### config.mk
export PLATFORM = sky130hd
export DESIGN_NAME = bcwc_fifo
export DESIGN_NICKNAME = d
export VERILOG_FILES = /design/src/hdl/bcwc_fifo.sv
export SDC_FILE = /design/constraint.sdc
export NUM_CORES = 1
export LEC_CHECK = 0
export ABC_AREA = 1
export BUFFER_PORTS_ARGS = -buffer_cell sky130_fd_sc_hd__buf_2
export CAP_MARGIN = 20
export CORE_MARGIN = 3
export CORE_UTILIZATION = 35
export CTS_CLUSTER_DIAMETER = 50
export DETAILED_ROUTE_END_ITERATION = 10
export SYNTH_ARGS = -nofsm -noshare
export SYNTH_HDL_FRONTEND = slang
export SYNTH_SLANG_ARGS = --single-unit
### constraint.sdc
create_clock -name clk -period 3.4 [get_ports clk]
set_input_delay 0.34 -clock clk [delete_from_list [all_inputs] [get_ports clk]]
set_output_delay 0.34 -clock clk [all_outputs]
set_load 0.03 [all_outputs]
### src/hdl/bcwc_fifo.sv
`timescale 1ns / 1ps
// bcwc_fifo: small flop based first-in first-out queue
// no package dependencies

module bcwc_fifo #(
	parameter int unsigned WIDTH = 8,
	parameter int unsigned DEPTH = 2
) (
	input  logic                       clk,
	input  logic                       arst_n,
	input  logic                       push,
	input  logic [WIDTH-1:0]           wdata,
	input  logic                       pop,
	output logic [WIDTH-1:0]           rdata,
	output logic                       full,
	output logic                       empty,
	output logic [$clog2(DEPTH+1)-1:0] count
);

	localparam int unsigned AW = $clog2(DEPTH);
	localparam int unsigned CW = $clog2(DEPTH + 1);

	logic [WIDTH-1:0] mem_q [DEPTH];
	logic [AW-1:0]    wr_ptr_q;
	logic [AW-1:0]    rd_ptr_q;
	logic [CW-1:0]    count_q;
	logic             do_push;
	logic             do_pop;

	assign full    = (count_q == CW'(DEPTH));
	assign empty   = (count_q == '0);
	assign count   = count_q;
	assign rdata   = mem_q[rd_ptr_q];
	assign do_push = push && !full;
	assign do_pop  = pop && !empty;

	always_ff @(posedge clk) begin
		if (do_push) begin
			mem_q[wr_ptr_q] <= wdata;
		end
	end

	always_ff @(posedge clk or negedge arst_n) begin
		if (!arst_n) begin
			wr_ptr_q <= '0;
			rd_ptr_q <= '0;
			count_q  <= '0;
		end else begin
			if (do_push) begin
				wr_ptr_q <= (wr_ptr_q == AW'(DEPTH - 1)) ? '0 : wr_ptr_q + 1'b1;
			end
			if (do_pop) begin
				rd_ptr_q <= (rd_ptr_q == AW'(DEPTH - 1)) ? '0 : rd_ptr_q + 1'b1;
			end
			if (do_push && !do_pop) begin
				count_q <= count_q + 1'b1;
			end else if (do_pop && !do_push) begin
				count_q <= count_q - 1'b1;
			end
		end
	end

endmodule

# After elaboration in Yosys (flattened, before gate mapping)
# Memory sizes are Yosys's and may differ from the RTL's.
# Index checks and enable logic that the tools add are counted.
totals:
  output_inout_bits: 12
  ff_bits: 4
  mem_bits_rw: 16
  n_memories: 1
  elab_cells: 25
  inputBits: 12
mem_list:
  columns: ["memory", "words", "width", "read_ports", "rd_ports_with_merged_regs", "wr", "line", "text"]
  rows:
  - ["mem_q", 2, 8, 1, 0, 1, "23", "logic [WIDTH-1:0] mem_q [DEPTH];"]
classes:
  n_eq_ne: 1
  reduce_logical: 10
  muxes: 6
  add_sub_neg: 4
op_table:
  columns: ["op", "n"]
  rows:
  - ["$logic_and 1x1->1", 4]
  - ["$logic_not 1->1", 4]
  - ["$mux 1", 4]
  - ["$mux 2", 2]
  - ["$add 1x1->1 const B", 2]
  - ["$add 2x1->2 const B", 1]
  - ["$eq 2x2->1 const B", 1]
  - ["$logic_not 2->1", 1]
  - ["$reduce_bool 2->1", 1]
  - ["$sub 2x1->2 const B", 1]

# Depth between registers and ports, before layout
logic_depth:
  ltp_word: 7
  mapped_depth: 9
  ltp_nobuf: 9

# Worst setup path after synthesis
# OpenSTA, ideal clock, no wires.
synth_path:
  kind: "reg-to-reg"
  startpoint: "reg count_q[1] (netlist: count[1])"
  endpoint: "reg count_q[1] (netlist: count[1])"
  t_required_ns: 3.282
  setup_ns: 0.118
  setup_slack_ns: 1.705
  n_path_buf: 0
  stages_incl_launch_ff: 9
  synth_period_minus_slack_ns: 1.695
  t_arrival_ns: 1.577
  cell_sequence: "dfrtp_1 > inv_1 > nor2_2 > nor2_2 > ha_1 > inv_1 > nand3_1 > nand2_1 > nand2_1"
synth_via:
  elab_chain_len: 6
  elab_cells_between_ends: 15
synth_lines:
  columns: ["element", "line", "text"]
  rows:
  - ["start, declared", "26", "logic [CW-1:0] count_q;"]
  - ["start signal, assigned", "56", "count_q <= count_q + 1'b1;"]
  - ["start signal, assigned", "58", "count_q <= count_q - 1'b1;"]
  - ["$eq 2x2->1 (*)", "30", "assign full = (count_q == CW'(DEPTH));"]
  - ["named net full", "15", "output logic full,"]
  - ["$logic_not 1->1 (*)", "34", "assign do_push = push && !full;"]
  - ["$logic_and 1x1->1 (*)", "34", null]
  - ["$logic_not 1->1", "57", "end else if (do_pop && !do_push) begin"]
  - ["$logic_and 1x1->1", "57", null]
  - ["$reduce_bool 2->1 (no line)", null, null]
# Mark *: on every way through the listed nets, which the timed path passes. The rest lies on a longest branch. The select of a mux whose other input is x is not followed.
# A chain may end at the register's enable or synchronous reset.

# Final worst setup path
layout_path:
  startpoint: "reg rd_ptr_q"
  endpoint: "out rdata[2]"
layout_via:
  elab_chain_len: 1
layout_lines:
  columns: ["element", "line", "text"]
  rows:
  - ["start, declared", "25", "logic [AW-1:0] rd_ptr_q;"]
  - ["start signal, assigned", "53", "rd_ptr_q <= (rd_ptr_q == AW'(DEPTH - 1)) ? '0 : rd_ptr_q + 1'b1;"]
  - ["$mem_v2 2x8", null, null]
  - ["end, declared", "14", "output logic [WIDTH-1:0] rdata,"]
# No other way between the ends.

==> results.txt <==
number of clock sinks - 20
Power Dens Cells - 926 nW/um^2
DRT Pass-1 Iters - 4
WP buf/inv - 2
peak per-stage delay on the critical path - 0.52 ns
Critical Path, Cell by Cell - inv_2 -> nand2_1 -> nand2_1 -> buf_2
RSZ-0062 raised after global routing - false
final net count - 114
top cells by area, synth - edfxtp_1 (59%), nand2_1 (15%), dfrtp_1 (12%)
vias in the first global route - 577
cts repair resizes - 0
DR vias - 559
Slew Viols, Final - 0
cts bufs inserted - 3
Leak Pwr - 0.000472 uW
DR vias/cell - 4.40
cell mode on critical path - nand2_1
Root Buffer - clkbuf_4
Port Buffers - 23
FMAX - 599 MHz
largest area contributor in the netlist - edfxtp_1
Final GP Congestion - 0.798
row count - 16
Gate Count Post-Synth - 73
crit end category - output port
min cycle time layout - 1.67 ns
first-pass GRT wire length - 2.35 mm
final setup TNS - 0 ns
total grt overflow - 0
period utilization - 49.1%
Ports - 24
max cap viols - 0
Fin Clk Skew - 0.00139 ns
n_diodes - 0
Max Fanout on Critical Path - 10
Clk Latency, worst-skew pair - 0.28 ns
Initial Util - 38.9%
post-synth top area share - 59.4%
Cell Area, Synth - 810 sq um
DRC Markers - 0
initial antenna violation count - 0
Distinct cells, synth - 14
HPWL after DPL - 1.07 mm
yosys warns - 0
largest net degree at the start of global routing - 12
WL/cell - 11.3 um
share of post-route cells with drive strength above 1 - 29.0%
Die H - 54.1 um
Longest Clk Path Bufs - 2
Worst path top cell family by delay - flip-flops
Reg clk slew, reported paths - 0.11 ns
CTS tree - done
# H-tree levels - 1
Worst Path Required - 3.06 ns
drt first-iter violations - 8
critical path's slowest cell - dfrtp_1
Crit Path Category - register to output port
Tightest Pin Transition - 0.641 ns
number of synthesized register bits - 20
area growth from synthesis to layout - 22.3%
average size of a mapped cell - 11.1 sq um
status - complete, no violations
Die W - 54.1 um
footprint of the multi-input gates - 194 sq um
drt total wl - 1.43 mm
Rel. slew slack - 57.1%
Data arrival, critical path - 1.33 ns
ANT nets after route - 0
Hold Violations, Final - 0
worst hold-check path type - input pin to register
GRT Total Usage - 11.5%
Setup Viol. Count Final - 0
Core ar. - 2080 sq um
FF/Latch Area - 581 sq um
sequential fraction of the synthesis area - 71.7%
post-synth net total - 86
startpoint type of the worst setup path - register
post-CTS setup buffer count - 0
Layout fillers - 204
VDD IR max - 0.425 mV
worst hold margin - 0.238 ns
Die ar. - 2930 sq um
==> final timing paths <==
check	end	slack, ns	cells after the start	startpoint
min in group asynchronous	count[1]	0.38	2	arst_n
min	mem_q[0][0]	0.24	1	wdata[0]
max in group asynchronous	rd_ptr_q	2.89	2	arst_n
max	rdata[2]	1.73	4	rd_ptr_q
max reg2reg	mem_q[1][3]	1.88	2	count[0]
min reg2reg	wr_ptr_q	0.50	2	wr_ptr_q
==> cells by family (layout without fill, tap and decap cells) <==
family                   after synthesis  after routing  share of synthesized area [%]
adder cells (fa/ha/maj)                1              1                           1.55
AO/OA/AOI/OAI                          2              2                           1.24
XOR/XNOR                               1              1                           1.08
AND/OR/NAND/NOR                       40             40                           20.1
buffers and inverters                  9             36                           4.33
flip-flops                            20             20                           71.7
==> flip-flops by register name (all words and copies together), names as in the netlist <==
register / cells
mem_q: 16
wr_ptr_q: 1
rd_ptr_q: 1
count: 2
==> cell usage after synthesis <==
master,instances
nor2_2,2
dfrtp_1,4
nand4_1,1
inv_2,1
inv_1,7
ha_1,1
nand2_1,33
xnor2_1,1
buf_2,1
nor2_1,2
nand3b_1,1
edfxtp_1,16
nand3_1,1
o21ai_0,2
==> final cells by class <==
cell class	instances	area share (%)
clock buffers	3	2.28
clock inverters	1	0.379
inverters	8	3.03
multi-input cells	44	19.6
flip-flops and latches	20	58.7
well taps	27	3.41
repair buffers	24	12.6
==> stage by stage <==
| stage | power (uW) | cells | util [%] | instance area, sq um | worst slack, ns |
|---|---|---|---|---|---|
| 2_1_floorplan | 698 | 73 | - | 810 | 1.71 |
| 4_1_cts | 930 | 127 | 47.5 | 990 | 1.69 |
| 3_5_place_dp | 821 | 122 | 45.8 | 953 | 1.86 |
| 5_1_grt | 994 | 127 | 47.5 | 990 | 1.61 |
| 6_report | 917 | 127 | 47.5 | 990 | 1.73 |
| 3_3_place_gp | 810 | 122 | 45.8 | 953 | 1.91 |
==> cells in the final DEF, fill, tap and decap left out, drive strengths merged, types with 2 or more instances in the layout <==
cell,instances
buf,23
clkbuf,3
dfrtp,4
edfxtp,16
inv,8
nand2,33
nor2,4
o21ai,2
==> layer usage <==
layer | track usage (%) | wire [um] | part of all wire [%] | up-vias
li1 | - | - | - | 290
met5 | 0 | 0 | 0 | -
met1 | 13.2 | 637 | 44 | 256
met2 | 20.4 | 730 | 51 | 11
met4 | 3.73 | 7 | 0.49 | 0
met3 | 3.32 | 57 | 4.0 | 2
==> where the power goes <==
group / total [uW] / internal (uW) / switching, uW
Clock: 108 / 42.5 / 65.8
Sequential: 389 / 340 / 49.2
Combinational: 419 / 118 / 300
Total: 917 / 501 / 415
==> what timing repair did <==
item	in CTS	in global routing
setup endpoints to repair	0	0
endpoints found under the hold margin	4	0
hold buffers	1	0
(Power assumes the default switching activity.)
