**src/hdl/bcwc_pkg.sv**
```systemverilog
`timescale 1ns / 1ps
// bcwc_pkg: shared types and constants of the window code coverage unit
// no dependencies

package bcwc_pkg;

	// configuration register width and its reset value
	localparam int unsigned CFG_W = 5;
	localparam logic [CFG_W-1:0] K_RESET = 5'd2;

	// string tag kept per bitmap entry; tag zero marks a cleared entry
	localparam int unsigned EPOCH_W = 8;
	localparam logic [EPOCH_W-1:0] EPOCH_CLEAR = '0;
	localparam logic [EPOCH_W-1:0] EPOCH_FIRST = 8'd1;
	localparam logic [EPOCH_W-1:0] EPOCH_LAST  = '1;

	localparam int unsigned COUNT_W = 17;

	typedef struct packed {
		logic bit_in;
		logic last;
	} in_item_t;

	typedef struct packed {
		logic [COUNT_W-1:0] distinct_count;
		logic               all_present;
		logic               end_of_string;
	} out_item_t;

endpackage

```
**src/hdl/bcwc_front.sv**
```systemverilog
`timescale 1ns / 1ps
// bcwc_front: code length register, sliding window and fill tracking
// uses bcwc_pkg; feeds classified beats into the middle queue

module bcwc_front import bcwc_pkg::*; #(
	parameter int unsigned MAX_K = 16
) (
	input  logic                        clk,
	input  logic                        arst_n,
	input  logic                        cfg_valid,
	output logic                        cfg_ready,
	input  logic [CFG_W-1:0]            cfg_data,
	input  logic                        push,
	output logic                        full,
	input  in_item_t                    item,
	input  logic                        q_full,
	input  logic                        clearing,
	output logic                        q_push,
	output logic [MAX_K+2+CFG_W-1:0]    q_data
);

	logic [CFG_W-1:0] window_len_q;
	logic [MAX_K-1:0] window_q;
	logic [CFG_W-1:0] bits_q;

	logic [CFG_W-1:0] k_eff;
	logic [MAX_K-1:0] mask;
	logic [MAX_K-1:0] window_next;
	logic [CFG_W-1:0] bits_next;
	logic             mark;

	assign cfg_ready = 1'b1;

	// zero acts as one, anything above the bitmap size is clamped
	always_comb begin
		if (window_len_q == '0) begin
			k_eff = CFG_W'(1);
		end else if (window_len_q > CFG_W'(MAX_K)) begin
			k_eff = CFG_W'(MAX_K);
		end else begin
			k_eff = window_len_q;
		end
	end

	always_comb begin
		for (int i = 0; i < MAX_K; i++) begin
			mask[i] = (CFG_W'(i) < k_eff);
		end
	end

	assign window_next = ((window_q << 1) | MAX_K'(item.bit_in)) & mask;
	assign bits_next   = (bits_q < k_eff) ? bits_q + 1'b1 : bits_q;
	assign mark        = (bits_next >= k_eff);

	assign full   = q_full || clearing;
	assign q_push = push && !full;
	assign q_data = {window_next, mark, item.last, k_eff};

	always_ff @(posedge clk or negedge arst_n) begin
		if (!arst_n) begin
			window_len_q <= K_RESET;
			window_q     <= '0;
			bits_q       <= '0;
		end else begin
			if (cfg_valid && cfg_ready) begin
				window_len_q <= cfg_data;
			end
			if (q_push) begin
				if (item.last) begin
					window_q <= '0;
					bits_q   <= '0;
				end else begin
					window_q <= window_next;
					bits_q   <= bits_next;
				end
			end
		end
	end

endmodule

```
**config.mk**
```make
export PLATFORM = sky130hd
export DESIGN_NAME = bcwc_front
export DESIGN_NICKNAME = d
export VERILOG_FILES = /design/src/hdl/bcwc_pkg.sv /design/src/hdl/bcwc_front.sv
export SDC_FILE = /design/constraint.sdc
export NUM_CORES = 1
export LEC_CHECK = 0
export BUFFER_PORTS_ARGS = -buffer_cell sky130_fd_sc_hd__buf_2
export CAP_MARGIN = 20
export CORE_MARGIN = 5
export CORE_UTILIZATION = 53
export DETAILED_ROUTE_END_ITERATION = 7
export GPL_TIMING_DRIVEN = 0
export PLACE_DENSITY = 0.83
export SYNTH_ARGS = -nofsm -noshare
export SYNTH_HDL_FRONTEND = slang
export SYNTH_SLANG_ARGS = --single-unit
```
**constraint.sdc**
```tcl
create_clock -name clk -period 4.7 [get_ports clk]
set_input_delay 0.705 -clock clk [delete_from_list [all_inputs] [get_ports clk]]
set_output_delay 0.705 -clock clk [all_outputs]
set_load 0.02 [all_outputs]
```
Word-level counts from Yosys, hierarchy flattened. Index checks and enable logic that the tools add are counted.

Register bits after elaboration: 25. Input port bits: 13.

Multiplexer cells: 5. Reductions and logical operators: 4. $lt $le $gt $ge: 19. Bitwise logic cells: 2. Add/subtract/negate cells: 1.

Operators with widths (count): 4-bit by 5-bit < comparator with 1-bit output, first input constant (8); 3-bit by 5-bit < comparator with 1-bit output, first input constant (4); 5-bit two-way mux (4); 16-bit AND (1); 16-bit by 1-bit OR with 16-bit output (1); 15-bit two-way mux (1); 1-bit by 5-bit < comparator with 1-bit output, first input constant (2); 2-bit by 5-bit < comparator with 1-bit output, first input constant (2); 5-bit by 1-bit adder with 5-bit output, second input constant (1); 5-bit >= comparator (1); 5-bit > comparator, second input constant (1); 5-bit logical NOT (1); 5-bit < comparator (1); 1-bit logical AND (1); 1-bit logical NOT (1); 1-bit logical OR (1).

Longest topological paths before layout. Gate-level depths: netlist of the first run.

Word-level depth: 6. Mapped depth: 17.

Worst setup path before layout of the first run. Ideal clock, no wire load.

Path kind: reg2out. From: register window_len_q[4]. To: output q_data[6]. Arrival: 2.940 ns. Stages on the path, launching flop included: 17. Setup slack: 1.055 ns. Path through: dfrtp_1 buf_6 inv_1 clkbuf_1 nand2_1 ha_1 a211oi_1 nor2_1 nor3_2 buf_4 mux2_1 ha_1 a21oi_1 nor2b_1 o21ai_0 a21oi_1 buf_4.

Cells in the longest elaborated chain, start to end: 6.

Ends and longest elaborated chain: start, declared (line bcwc_front.sv:22) `logic [CFG_W-1:0] window_len_q;`; start signal, assigned (line bcwc_front.sv:66) `window_len_q <= cfg_data;`; 5-bit > comparator (line bcwc_front.sv:38) `end else if (window_len_q > CFG_W'(MAX_K)) begin`; 5-bit two-way mux (line bcwc_front.sv:38); 5-bit two-way mux * (line bcwc_front.sv:36) `if (window_len_q == '0) begin`; 5-bit < comparator (line bcwc_front.sv:52) `assign bits_next = (bits_q < k_eff) ? bits_q + 1'b1 : bits_q;`; 5-bit two-way mux (line bcwc_front.sv:52); 5-bit >= comparator * (line bcwc_front.sv:53) `assign mark = (bits_next >= k_eff);`; end, declared (line bcwc_front.sv:19) `output logic [MAX_K+2+CFG_W-1:0] q_data`.

Every way passes the cells marked *; elsewhere a longest branch is shown, timed or not.

Worst setup path after layout of the first run.
From: register window_len_q[2]. To: output q_data[6].

The elaborated chain is that of the path after synthesis.

==> results of run 1 <==
[power groups by stage]
stage	logic (W)	registers (W)	clock network (W)
2_1_floorplan	0.000253	0.000260	0
3_3_place_gp	0.000315	0.000266	0
3_5_place_dp	0.000321	0.000268	0
4_1_cts	0.000323	0.000263	0.000102
5_1_grt	0.000366	0.000267	0.000109
6_report	0.000322	0.000264	0.0000977
[cell type report]
cell class,count,area (sq um),share of cell area [%]
Clock inverter,1,5.00,0.270
Buffer,16,90.1,4.86
Clock buffer,3,22.5,1.21
Tap cell,33,41.3,2.23
Multi-Input combinational cell,118,857,46.2
Timing Repair Buffer,37,185,9.99
Sequential cell,25,627,33.8
Inverter,7,26.3,1.42
[cells in the final DEF, fill, tap and decap left out, drive strengths merged, types with 7 or more instances in the layout]
cell,n
inv,7
clkbuf,10
ha,10
dfrtp,24
buf,46
nor2,12
a21boi,10
nand2,14
a22o,13
o21ai,9
[kinds of logic (layout without fill, tap and decap cells)]
| group | after synthesis | after routing | share of synthesized area [%] |
|---|---|---|---|
| AOI/OAI and AO/OA | 46 | 46 | 21.9 |
| xor gates and xnor gates | 4 | 4 | 2.18 |
| adders and majority gates | 10 | 10 | 7.80 |
| buffers and inverters | 24 | 64 | 7.49 |
| DFF | 25 | 25 | 39.1 |
| muxes | 6 | 6 | 4.13 |
| other | 1 | 1 | 0.234 |
| and+or+nand+nor | 51 | 51 | 17.2 |
[routing by layer]
layer	global-route usage, %	wire length [um]	up-vias
met3	3.99	199	2
met1	24.3	1630	649
li1	-	-	666
met2	27.6	1640	39
met5	0	0	-
met4	2.59	9	0
[cell usage after synthesis, types with 2 or more instances]
cell and instances:
o21ai_0 8, buf_2 3, mux2_2 4, nand2_1 13, inv_1 7, nor3_1 3, o21a_1 2, ha_1 10
a221o_1 3, nand2b_1 4, dfrtp_1 24, a21boi_0 8, and2_1 3, xnor2_1 3, a22o_1 13, nor3b_1 2
nor2_1 12, a21boi_1 2, nand4_1 2, clkbuf_1 8, nand3_1 2, a21oi_1 2, nor2b_1 2, buf_4 5
[state kept, by name, indices dropped and copies added (netlist names)]
register      count
window_q         15
window_len_q      5
bits_q            5
[metrics by stage]
| stage | cell area (sq um) | utilization [%] | instances | worst slack [ps] | hold slack (ps) |
|---|---|---|---|---|---|
| after floorplan | 1600 | - | 167 | 1050 | 409 |
| after global placement | 1830 | 61.5 | 237 | 576 | 474 |
| after detailed placement | 1830 | 61.5 | 237 | 564 | 485 |
| after CTS | 1860 | 62.4 | 241 | 176 | 356 |
| after global routing | 1850 | 62.3 | 240 | 31.9 | 379 |
| final | 1850 | 62.3 | 240 | 298 | 345 |
[final timing paths]
kind / cells past startpoint / from / slack (ps) / to
max in group asynchronous: 1 / arst_n / 3980 / window_len_q[1]
max reg2reg: 9 / window_len_q[2] / 2170 / bits_q[3]
max: 15 / window_len_q[2] / 300 / q_data[6]
min reg2reg: 1 / window_q[14] / 520 / window_q[14]
min in group clk: 1 / window_q[14] / 520 / window_q[14]
min: 1 / arst_n / 350 / window_q[1]
[what timing repair did]
action                     4_1_cts  5_1_grt
resized for setup                0        0
setup buffers                    0        0
setup endpoints to repair        0        1
==> results.cfg, run 1 <==
[final_layout]
synthToLayoutAreaGrowth_pct = 15.6
drive_above_1_share_pct = 29.0
antenna_cells = 0
n_fill_cell = 268
nets = 231

[critical_path]
setup.worst_path.start_class = register
max_stage_delay_ps = 440
critPathKind = register to output port
worstPathCellList = clkbuf_1 > nand2_1 > ha_1 > a211oi_1 > nor2_1 > nor3_2 > buf_4 > mux2_1 > ha_1 > a21oi_1 > nor2b_1 > o21ai_0 > a21oi_1 > buf_4 > buf_2
required_ps = 3990
arrival_ps = 3700
crit_family = buffers and inverters
path_max_fanout = 10
cp_slowest_cell = dfrtp_1
cp-end-kind = output port
cp_num_buf_inv = 4

[clocking]
cts_tree = yes
cts_max_level = 1
cts_buffers = 3
root_buffer = clkbuf_4
hold_buffers = 0
worstSkewPairLatency_ps = 320
clk_path_buf_depth = 2
cts_num_sinks = 25
path_clk_slew_ps = 140

[drt]
ant_nets = 0
num_vias = 1356
dr.pass1.iters = 4
post-route-drc-count = 0
viasPerCell = 5.65
drt_iter0_markers = 66
wl_um = 3480
avgRoutedWirePerCell_um = 14.5

[floorplanning]
row_count = 20
die_w_um = 65.0
initial_core_util_pct = 53.9
core-area_sq_um = 2980
dieHeight_um = 65.0
die-area_sq_um = 4230
io_pins = 39

[place]
io_buffers = 37
place_congestion = 0.802
place_hpwl_um = 2610

[synth]
syn_avg_cell_area_sq_um = 9.61
synth_cell_type_count = 46
synth_nets = 190
ys_ff_latch = 25
synth_area_leaders = dfrtp_1 37%, ha_1 7.8%, a22o_1 7.1%
yosys_warnings = 0
synthArstFlopShare_pct = 100
syn_area_sq_um = 1600
synth.top_cell.area_share_pct = 37.4
synth_flop_cell = dfrtp_1
synth_edf_count = 0
synthCells = 167
yosysTopAreaCell = dfrtp_1
yosysSeqAreaShare_pct = 39.1

[grt]
grt_usage_pct = 17.3
grt_max_degree = 26
grt-ovfl-total = 0
grt_pass1_vias = 1285
grt_pass1_wl_um = 5820
antenna_found_initial = 0

[power_and_ir_drop]
combPwrFrac_pct = 47.1
p_per_area_nw_per_um2 = 369
p_switching_w = 0.000266
p_sw_share_pct = 38.9
pwr-share-clk_pct = 14.3
leakagePower_nw = 0.915
intPower_w = 0.000418
seq_power_share_pct = 38.6
power_w = 0.000684
vdd_drop_max_uv = 217

[sta]
setup_violations = 0
relSlewSlack_pct = 62.9
period_minus_slack_ps = 4400
fin_skew_ps = 1.20
post-route-period-util_pct = 93.7
tightest_slew_ps = 556
fin_setup_tns_ps = 0
fmax_mhz = 227
hold_viol_final = 0
rsz0062_at_grt = false
slew_violations = 0

[run_status]
status = finished, final reports clean

[worst_hold_path]
min_path_type = input pin to asynchronous set/reset pin

[run]
cap_violations = 0
(Power assumes the default switching activity.)
==> run 2, diff against run 1 <==
--- a/config.mk
+++ b/config.mk
@@ -6,12 +6,14 @@
 export NUM_CORES = 1
 export LEC_CHECK = 0
 export BUFFER_PORTS_ARGS = -buffer_cell sky130_fd_sc_hd__buf_2
-export CAP_MARGIN = 20
+export CAP_MARGIN = 25
 export CORE_MARGIN = 5
 export CORE_UTILIZATION = 53
 export DETAILED_ROUTE_END_ITERATION = 7
 export GPL_TIMING_DRIVEN = 0
 export PLACE_DENSITY = 0.83
+export RECOVER_POWER = 25
+export REMOVE_ABC_BUFFERS = 1
 export SYNTH_ARGS = -nofsm -noshare
 export SYNTH_HDL_FRONTEND = slang
 export SYNTH_SLANG_ARGS = --single-unit
==> run 2 against run 1 <==
Effect of this change:
- clock power is 2.3% higher
- combinational power is 7.1% lower
- flip-flop and latch count stayed put
- register-to-register slack worse by 260 ps
- die area stayed put
- first-iteration DRC count is 23% lower
- final area is 2.6% lower
- sequential share of layout area is 0.89 points higher
- power is 0.52% higher
- sequential power is 9.1% higher
- worst hold slack better by 170 ps
- clock-buffer cell count stayed put
==> results.cfg, run 2 (same netlist as run 1, synthesis figures left out) <==
[run_status]
status = finished, final reports clean

[power_and_ir_drop]
p_sw_share_pct = 39.8
seq_power_share_pct = 42.0
vdd_drop_max_uv = 177
combPwrFrac_pct = 43.5
p_per_area_nw_per_um2 = 380
pwr-share-clk_pct = 14.5
leakagePower_nw = 0.889
intPower_w = 0.000414
p_switching_w = 0.000273

[worst_hold_path]
hold_depth = 1
min_path_type = register to register

[sta]
fin_skew_ps = 12.2
period_minus_slack_ps = 4390
post-route-period-util_pct = 93.5
setup_violations = 0
fin_setup_tns_ps = 0
tightest_slew_ps = 1340
fmax_mhz = 228
rsz0062_at_grt = false
relSlewSlack_pct = 10.5
hold_viol_final = 0
slew_violations = 0

[final_layout]
seqCellArea_sq_um = 627
finalCoreUtilization_pct = 60.7
drive_above_1_share_pct = 28.1
largest_reg_flops = 15
multi_input_comb_area_sq_um = 863
largest_register = window_q
reg_top3 = window_q: 15 flops, bits_q: 5 flops, window_len_q: 5 flops
nets = 220
synthToLayoutAreaGrowth_pct = 12.6
layout_commonest_cell = buf_2
antenna_cells = 0
n_fill_cell = 256
final_cell_mix = 36 x buf_2, 24 x dfrtp_1, 13 x nand2_1, 13 x a22o_1, 12 x nor2_1

[drt]
post-route-drc-count = 0
wl_um = 3600
num_vias = 1330
drt_iter0_markers = 51
viasPerCell = 5.81
avgRoutedWirePerCell_um = 15.7
dr.pass1.iters = 4
ant_nets = 0

[clocking]
path_clk_slew_ps = 150
hold_buffers = 0
root_buffer = clkbuf_4
worstSkewPairLatency_ps = 330
cts_tree = yes
cts_max_level = 1
cts_buffers = 3
clk_path_buf_depth = 2
cts_num_sinks = 25

[floorplanning]
core-area_sq_um = 2980
row_count = 20
initial_core_util_pct = 53.9
die_w_um = 65.0
die-area_sq_um = 4230
dieHeight_um = 65.0
io_pins = 39

[run]
cap_violations = 0

[critical_path]
arrival_ps = 3690
worstPathCellList = inv_1 > nand2_1 > ha_1 > a211oi_1 > nor2_1 > nor3_4 > mux2_1 > ha_1 > a21oi_1 > nor2b_1 > o21ai_0 > a21oi_1 > buf_2
cp-end-kind = output port
setup.worst_path.start_class = register
path_max_fanout = 11
reg2reg_depth = 9
required_ps = 3990
critPathKind = register to output port
cp_num_buf_inv = 2
cp_slowest_cell = dfrtp_1
path_depth = 13
max_stage_delay_ps = 550
crit_family = simple AND/OR/NAND/NOR gates

[place]
io_buffers = 37
place_hpwl_um = 2580
place_congestion = 0.771

[grt]
grt_max_degree = 29
grt-ovfl-total = 0
antenna_found_initial = 0
grt_pass1_wl_um = 6070
grt_usage_pct = 18.0
grt_pass1_vias = 1374
==> run 2: cell types whose count changed in the layout (fill, tap and decap cells not counted) <==
cell,change
nor3_4,+1
buf_6,-1
buf_2,-4
clkbuf_1,-6
nor3_2,-1
==> run 2: power by group through the flow <==
stage / Clock [W] / Combinational [W] / Sequential [W]
after global routing: 0.000110 / 0.000341 / 0.000294
after floorplan: 0 / 0.000202 / 0.000279
after global placement: 0 / 0.000254 / 0.000289
final: 0.0000999 / 0.000299 / 0.000288
after CTS: 0.000100 / 0.000272 / 0.000288
after detailed placement: 0 / 0.000270 / 0.000292
==> run 2: path summary, 6_finish.rpt <==
path | start | to | slack (ps)
max | window_len_q[4] | q_data[6] | 310
min | window_q[14] | window_q[14] | 520
max reg2reg | window_len_q[4] | bits_q[3] | 1910
min reg2reg | window_q[14] | window_q[14] | 520
max in group asynchronous | arst_n | bits_q[1] | 3260
min in group asynchronous | arst_n | window_q[5] | 640
==> run 2: layer usage <==
metal | GRT usage, % | up-vias | share of wire, %
met4 | 5.18 | 0 | 1.2
met5 | 0 | - | 0
li1 | - | 658 | -
met2 | 32.7 | 23 | 51
met3 | 2.77 | 4 | 3.7
met1 | 21.8 | 645 | 45
==> run 2: metrics by stage <==
step / setup slack, ps / total power (W) / instance area, sq um / cells / hold WS (ps)
6_report: 308 / 0.000687 / 1810 / 229 / 517
5_1_grt: 16.9 / 0.000745 / 1810 / 229 / 543
4_1_cts: 71.1 / 0.000659 / 1760 / 224 / 363
3_5_place_dp: 461 / 0.000562 / 1740 / 220 / 487
3_3_place_gp: 587 / 0.000543 / 1740 / 220 / 460
2_1_floorplan: 838 / 0.000481 / 1510 / 150 / 409
==> run 2: timing repair <==
item,in CTS,in global routing
resized for setup,0,1
setup endpoints to repair,0,1
setup buffers,0,5
==> run 2: area by class of cell <==
type	instances	share of cell area, %
sequential	25	34.7
clock buffer	3	1.25
tap	33	2.29
clock inverter	1	0.277
timing repair buffer	42	12.3
inverter	7	1.45
multi-input combinational	118	47.8
